===== src/sv/priority_ready_queue_scheduler_unit_defines.svh =====
// assertion macros for the ready queue scheduler
`ifndef PRIORITY_READY_QUEUE_SCHEDULER_UNIT_DEFINES_SVH
`define PRIORITY_READY_QUEUE_SCHEDULER_UNIT_DEFINES_SVH

// same-cycle implication, checked on i_clk outside reset
`define PRQS_ASSERT_IMP(lbl, ante, cons, msg) \
    lbl: assert property (@(posedge i_clk) disable iff (!i_rst_n) (ante) |-> (cons)) \
        else $error(msg);

// next-cycle implication, checked on i_clk outside reset
`define PRQS_ASSERT_NXT(lbl, ante, cons, msg) \
    lbl: assert property (@(posedge i_clk) disable iff (!i_rst_n) (ante) |=> (cons)) \
        else $error(msg);

`endif


===== src/sv/prqs_pkg.sv =====
// shared types and constants of the ready queue scheduler
`default_nettype none
package prqs_pkg;

    localparam int PRQS_NUM_TASKS   = 64;
    localparam int PRQS_PRIO_LEVELS = 64;

    localparam int FUNC_W  = 3;
    localparam int TASK_W  = 6;
    localparam int PRIO_W  = 8;
    localparam int COUNT_W = 7;
    localparam int CFG_W   = 32;

    localparam logic [CFG_W-1:0] TICK_LENGTH_RST   = 32'd1000000;
    localparam logic [CFG_W-1:0] DEFAULT_SLICE_RST = 32'd10000000;

    // operation codes
    typedef enum logic [FUNC_W-1:0] {
        FUNC_ADD     = 3'd0,
        FUNC_REMOVE  = 3'd1,
        FUNC_WAKEUP  = 3'd2,
        FUNC_SLEEP   = 3'd3,
        FUNC_SETPRIO = 3'd4,
        FUNC_SCHED   = 3'd5,
        FUNC_TICK    = 3'd6
    } t_func;

    // configuration register indexes
    typedef enum logic [0:0] {
        CFG_TICK_LENGTH   = 1'b0,
        CFG_DEFAULT_SLICE = 1'b1
    } t_cfg_reg;

    // controller states
    typedef enum logic [3:0] {
        ST_IDLE,
        ST_LOAD,
        ST_DEC,
        ST_TAIL,
        ST_ENQ,
        ST_ENQ_LINK,
        ST_LINK,
        ST_DEQ,
        ST_PICK,
        ST_HEAD,
        ST_TAKE,
        ST_DONE
    } t_state;

    // datapath steps
    typedef enum logic [3:0] {
        STEP_NONE,
        STEP_ACCEPT,
        STEP_LOAD,
        STEP_DEC,
        STEP_TAIL_RD,
        STEP_ENQ,
        STEP_ENQ_LINK,
        STEP_LINK_RD,
        STEP_DEQ,
        STEP_PICK,
        STEP_HEAD_RD,
        STEP_TAKE,
        STEP_OUT
    } t_step;

    typedef struct packed {
        t_step step;
    } t_cmd;

    typedef struct packed {
        t_func func;
        logic  go_enq;
        logic  go_deq;
        logic  go_pick;
        logic  tail_null;
        logic  bm_empty;
        logic  out_free;
    } t_stat;

endpackage
`default_nettype wire


===== src/sv/prqs_ctrl.sv =====
// sequencer of the scheduler: steps the datapath through one operation
`default_nettype none
module prqs_ctrl import prqs_pkg::*; (
    input  wire logic  i_clk,
    input  wire logic  i_rst_n,
    input  wire logic  i_in_valid,
    output logic       o_in_ready,
    input  wire t_stat i_stat,
    output t_cmd       o_cmd
);

    t_state r_state, n_state;

    // state register
    always_ff @(posedge i_clk) begin
        if (!i_rst_n) begin
            r_state <= ST_IDLE;
        end else begin
            r_state <= n_state;
        end
    end

    // next state and step
    always_comb begin
        n_state    = r_state;
        o_cmd.step = STEP_NONE;
        o_in_ready = 1'b0;
        unique case (r_state)
            ST_IDLE: begin
                o_in_ready = 1'b1;
                if (i_in_valid) begin
                    o_cmd.step = STEP_ACCEPT;
                    n_state    = ST_LOAD;
                end
            end
            ST_LOAD: begin
                o_cmd.step = STEP_LOAD;
                n_state    = ST_DEC;
            end
            ST_DEC: begin
                o_cmd.step = STEP_DEC;
                priority if (i_stat.go_deq) begin
                    n_state = ST_LINK;
                end else if (i_stat.go_enq) begin
                    n_state = ST_TAIL;
                end else if (i_stat.go_pick) begin
                    n_state = ST_PICK;
                end else begin
                    n_state = ST_DONE;
                end
            end
            ST_TAIL: begin
                o_cmd.step = STEP_TAIL_RD;
                n_state    = ST_ENQ;
            end
            ST_ENQ: begin
                o_cmd.step = STEP_ENQ;
                priority if (!i_stat.tail_null) begin
                    n_state = ST_ENQ_LINK;
                end else if (i_stat.func == FUNC_SCHED) begin
                    n_state = ST_PICK;
                end else begin
                    n_state = ST_DONE;
                end
            end
            ST_ENQ_LINK: begin
                o_cmd.step = STEP_ENQ_LINK;
                n_state    = (i_stat.func == FUNC_SCHED) ? ST_PICK : ST_DONE;
            end
            ST_LINK: begin
                o_cmd.step = STEP_LINK_RD;
                n_state    = ST_DEQ;
            end
            ST_DEQ: begin
                o_cmd.step = STEP_DEQ;
                n_state    = (i_stat.func == FUNC_SETPRIO) ? ST_TAIL : ST_DONE;
            end
            ST_PICK: begin
                o_cmd.step = STEP_PICK;
                n_state    = i_stat.bm_empty ? ST_DONE : ST_HEAD;
            end
            ST_HEAD: begin
                o_cmd.step = STEP_HEAD_RD;
                n_state    = ST_TAKE;
            end
            ST_TAKE: begin
                o_cmd.step = STEP_TAKE;
                n_state    = ST_LINK;
            end
            ST_DONE: begin
                if (i_stat.out_free) begin
                    o_cmd.step = STEP_OUT;
                    n_state    = ST_IDLE;
                end
            end
            default: begin
                n_state = ST_IDLE;
            end
        endcase
    end

endmodule
`default_nettype wire


===== config.mk =====
export PLATFORM = sky130hd
export DESIGN_NAME = prqs_ctrl
export DESIGN_NICKNAME = d
export VERILOG_FILES = /design/src/sv/priority_ready_queue_scheduler_unit_defines.svh /design/src/sv/prqs_pkg.sv /design/src/sv/prqs_ctrl.sv
export SDC_FILE = /design/constraint.sdc
export NUM_CORES = 1
export LEC_CHECK = 0
export BUFFER_PORTS_ARGS = -buffer_cell sky130_fd_sc_hd__buf_2
export CORE_AREA = 2 2 39 41
export DETAILED_ROUTE_END_ITERATION = 10
export DIE_AREA = 0 0 41 43
export GPL_TIMING_DRIVEN = 0
export PLACE_DENSITY = 0.68
export SYNTH_ARGS = -nofsm -noshare
export SYNTH_HDL_FRONTEND = slang
export SYNTH_SLANG_ARGS = --single-unit

===== constraint.sdc =====
create_clock -name i_clk -period 3.13 [get_ports i_clk]
set_clock_uncertainty 0.15 [all_clocks]
set_input_delay 0.4695 -clock i_clk [delete_from_list [all_inputs] [get_ports i_clk]]
set_output_delay 0.4695 -clock i_clk [all_outputs]
set_load 0.02 [all_outputs]

==> metrics <==
max_cap viols 0; total congestion overflow 0; cts hold-fix bufs 0; Syn Std Cell Area 465 sq um; I/O pins 17; Async SR Flop Fraction 0%; setup bufs post-CTS 0; Final Hold Fails 0; Fin Setup TNS 0 ns; vias in the first global route 505; Routed WL 1.25 mm; Crit path top cell by count buf_2; critical path, cell by cell buf_2 -> buf_2 -> nand2_1 -> o21ai_0 -> o21ai_0 -> buf_2; worst-path fanout max 10; Synth top area share 17.2%; Slew Limit Fails 0; CTS H-tree depth 1; Post-Place Cells 94; r2r setup slk 1.53 ns; Critical Path End Type output pin; Filler cells 151; Mapped Avg Cell Area 7.51 sq um; Peak Freq 0.476 GHz; port buffer count 16; synth top area cells dfxtp_1 17%, o21ai_0 6.5%, nor2b_1 5.4%; number of synthesized flops with an enable pin 0; M1 GR Usage 19.3%; routability cong. 0.766; largest area contributor in the netlist dfxtp_1; clk slew on worst S/H paths 0.03 ns; Worst Hold Class input port to flip-flop; hold-critical path depth 2; drt first pass iters 4; global-route usage over all layers 16.1%; initial core utilization 33.6%; DRT iter0 DRCs 15; CTS tree done; Buf+Inv Stages, Crit Path 3; synth unique cells 33; Top reg by flops r_state; Final setup viols 0; Final Core Density 42.5%; pre-CTS setup slack 1.27 ns; Sink Count 4; Global Route met2 Usage 24.4%; largest registers r_state (4); relative slew slack 73.5%; GRT busiest layer met2; residual DRC count 0; Die X 41 um; critical path launch point type flip-flop; first-pass GRT wire length 1.96 mm; max incr delay on CP 0.32 ns; wire per inst 12.9 um; post-DP HPWL 949 um; RR Startpoint r_state[1]; CTS Buf Count 3; Worst Hold Endpoint r_state[1]; grt met3 use 1.57%; status complete, no violations; DR vias/cell 5.70; Period minus WS final 2.10 ns; Die Y 43 um; Worst Tran Pin Value 0.397 ns; period utilization 67.1%; r2r endpoint r_state[0]; flip-flop count of the largest register after layout 4; main flop type after synthesis dfxtp_1; core area 0.00138 sq mm; CTS Root Buffer Type clkbuf_4; sequential area share after synthesis 17.2%; Mapped Cells 62; CP delay by family, top buffers and inverters; Syn Nets 74; Peak VDD IR 375 uV; clock latency at the later pin of the worst-skew pair 0.23 ns; cell leakage power 0.000236 uW; Post-CTS Resized 0; antenna diode count 0; PwrDens 913 mW/mm^2; largest net degree at the start of global routing 11; Arr. time, crit path 1.48 ns; row count 14; initial antenna violation count 0; Ys Warns 0; count leader, synth o21ai_0; unrepaired setup endpoints after global routing no; Crit-path slowest cell dfxtp_1; Syn-to-layout area delta 26.3%; Seq cells post-synth 4; Die Area 0.00176 sq mm; Setup CP Type flip-flop to output pin; worst setup margin 1.03 ns; Longest Clk Path Bufs 2; final antenna-violating net count 0; DR vias 553; reg2reg path depth 4; CP required 2.51 ns; most common library cells after synthesis 6 x o21ai_0, 4 x buf_2, 4 x dfxtp_1, 4 x nor2b_1; Non-Filler Instances 97; layout cells sized above 1 33.3%; Nets 95; Hold Crit Start i_rst_n
[layer usage]
layer | wire (um) | vias to the layer above
met4 | 8 | 0
met2 | 582 | 19
met3 | 73 | 2
met5 | 0 | -
li1 | - | 277
met1 | 586 | 255
[cell families (layout without fill, tap and decap cells)]
logic type / Yosys count / after routing / synth area share, %
AO/OA/AOI/OAI: 20 / 20 / 30.4
AND/OR/NAND/NOR: 29 / 29 / 40.1
multiplexers: 1 / 1 / 2.15
XOR/XNOR: 1 / 1 / 1.88
buffers and inverters: 7 / 26 / 8.33
flip-flops: 4 / 4 / 17.2
[layout by cell type, fill, tap and decap left out, drive strengths merged]
cell type  Yosys  layout
nor4           3       3
and2           1       1
o21ai          8       8
nand3b         4       4
nand4b         1       1
o22a           1       1
or4            1       1
a21oi          2       2
mux2i          1       1
nor2b          4       4
inv            1       1
a221oi         1       1
nand4          1       1
nor3           2       2
o21a           1       1
o31a           2       2
a211oi         1       1
xnor2          1       1
dfxtp          4       4
clkbuf         1       4
a2bb2oi        2       2
nand3          2       2
nand4bb        1       1
nor3b          1       1
nand2          2       2
o32a           2       2
nand2b         3       3
nor2           3       3
buf            5      21
[how the worst max path moves through the flow]
stage,startpoint,endpoint,cells after the start
after floorplan,r_state[3],o_in_ready,3
after global placement,r_state[0],o_cmd[3],6
after detailed placement,r_state[0],o_cmd[3],6
after CTS,r_state[0],o_cmd[3],6
after global routing,r_state[0],o_cmd[3],6
final,r_state[0],o_cmd[3],6
[area by class of cell]
cell class	instances	area, sq um	share of cell area, %
Buffer	6	35.0	5.96
Clock buffer	3	22.5	3.83
Inverter	1	3.75	0.638
Multi-Input combinational cell	51	347	58.9
Sequential cell	4	80.1	13.6
Tap cell	16	20.0	3.40
Timing Repair Buffer	16	80.1	13.6
[worst register-to-register path, cell delays in order, from the launching register on]
cell and delay (ns):
dfxtp_1 0.37, or4_4 0.56, a21oi_2 0.16, nand3b_2 0.16, o21ai_1 0.08
[power breakdown]
part	switching, uW	internal (uW)
sequential	18.2	70.3
clock	17.6	42.6
combinational	220	168
total	256	281
[stage by stage]
| stage | hold WS [ns] | instance area [sq um] | total power, uW |
|---|---|---|---|
| after floorplan | 0.437 | 465 | 381 |
| after global placement | 0.530 | 566 | 468 |
| after detailed placement | 0.539 | 566 | 475 |
| after CTS | 0.346 | 588 | 539 |
| after global routing | 0.377 | 588 | 584 |
| final | 0.354 | 588 | 537 |
Note: power is estimated with default switching activity, not from simulation.
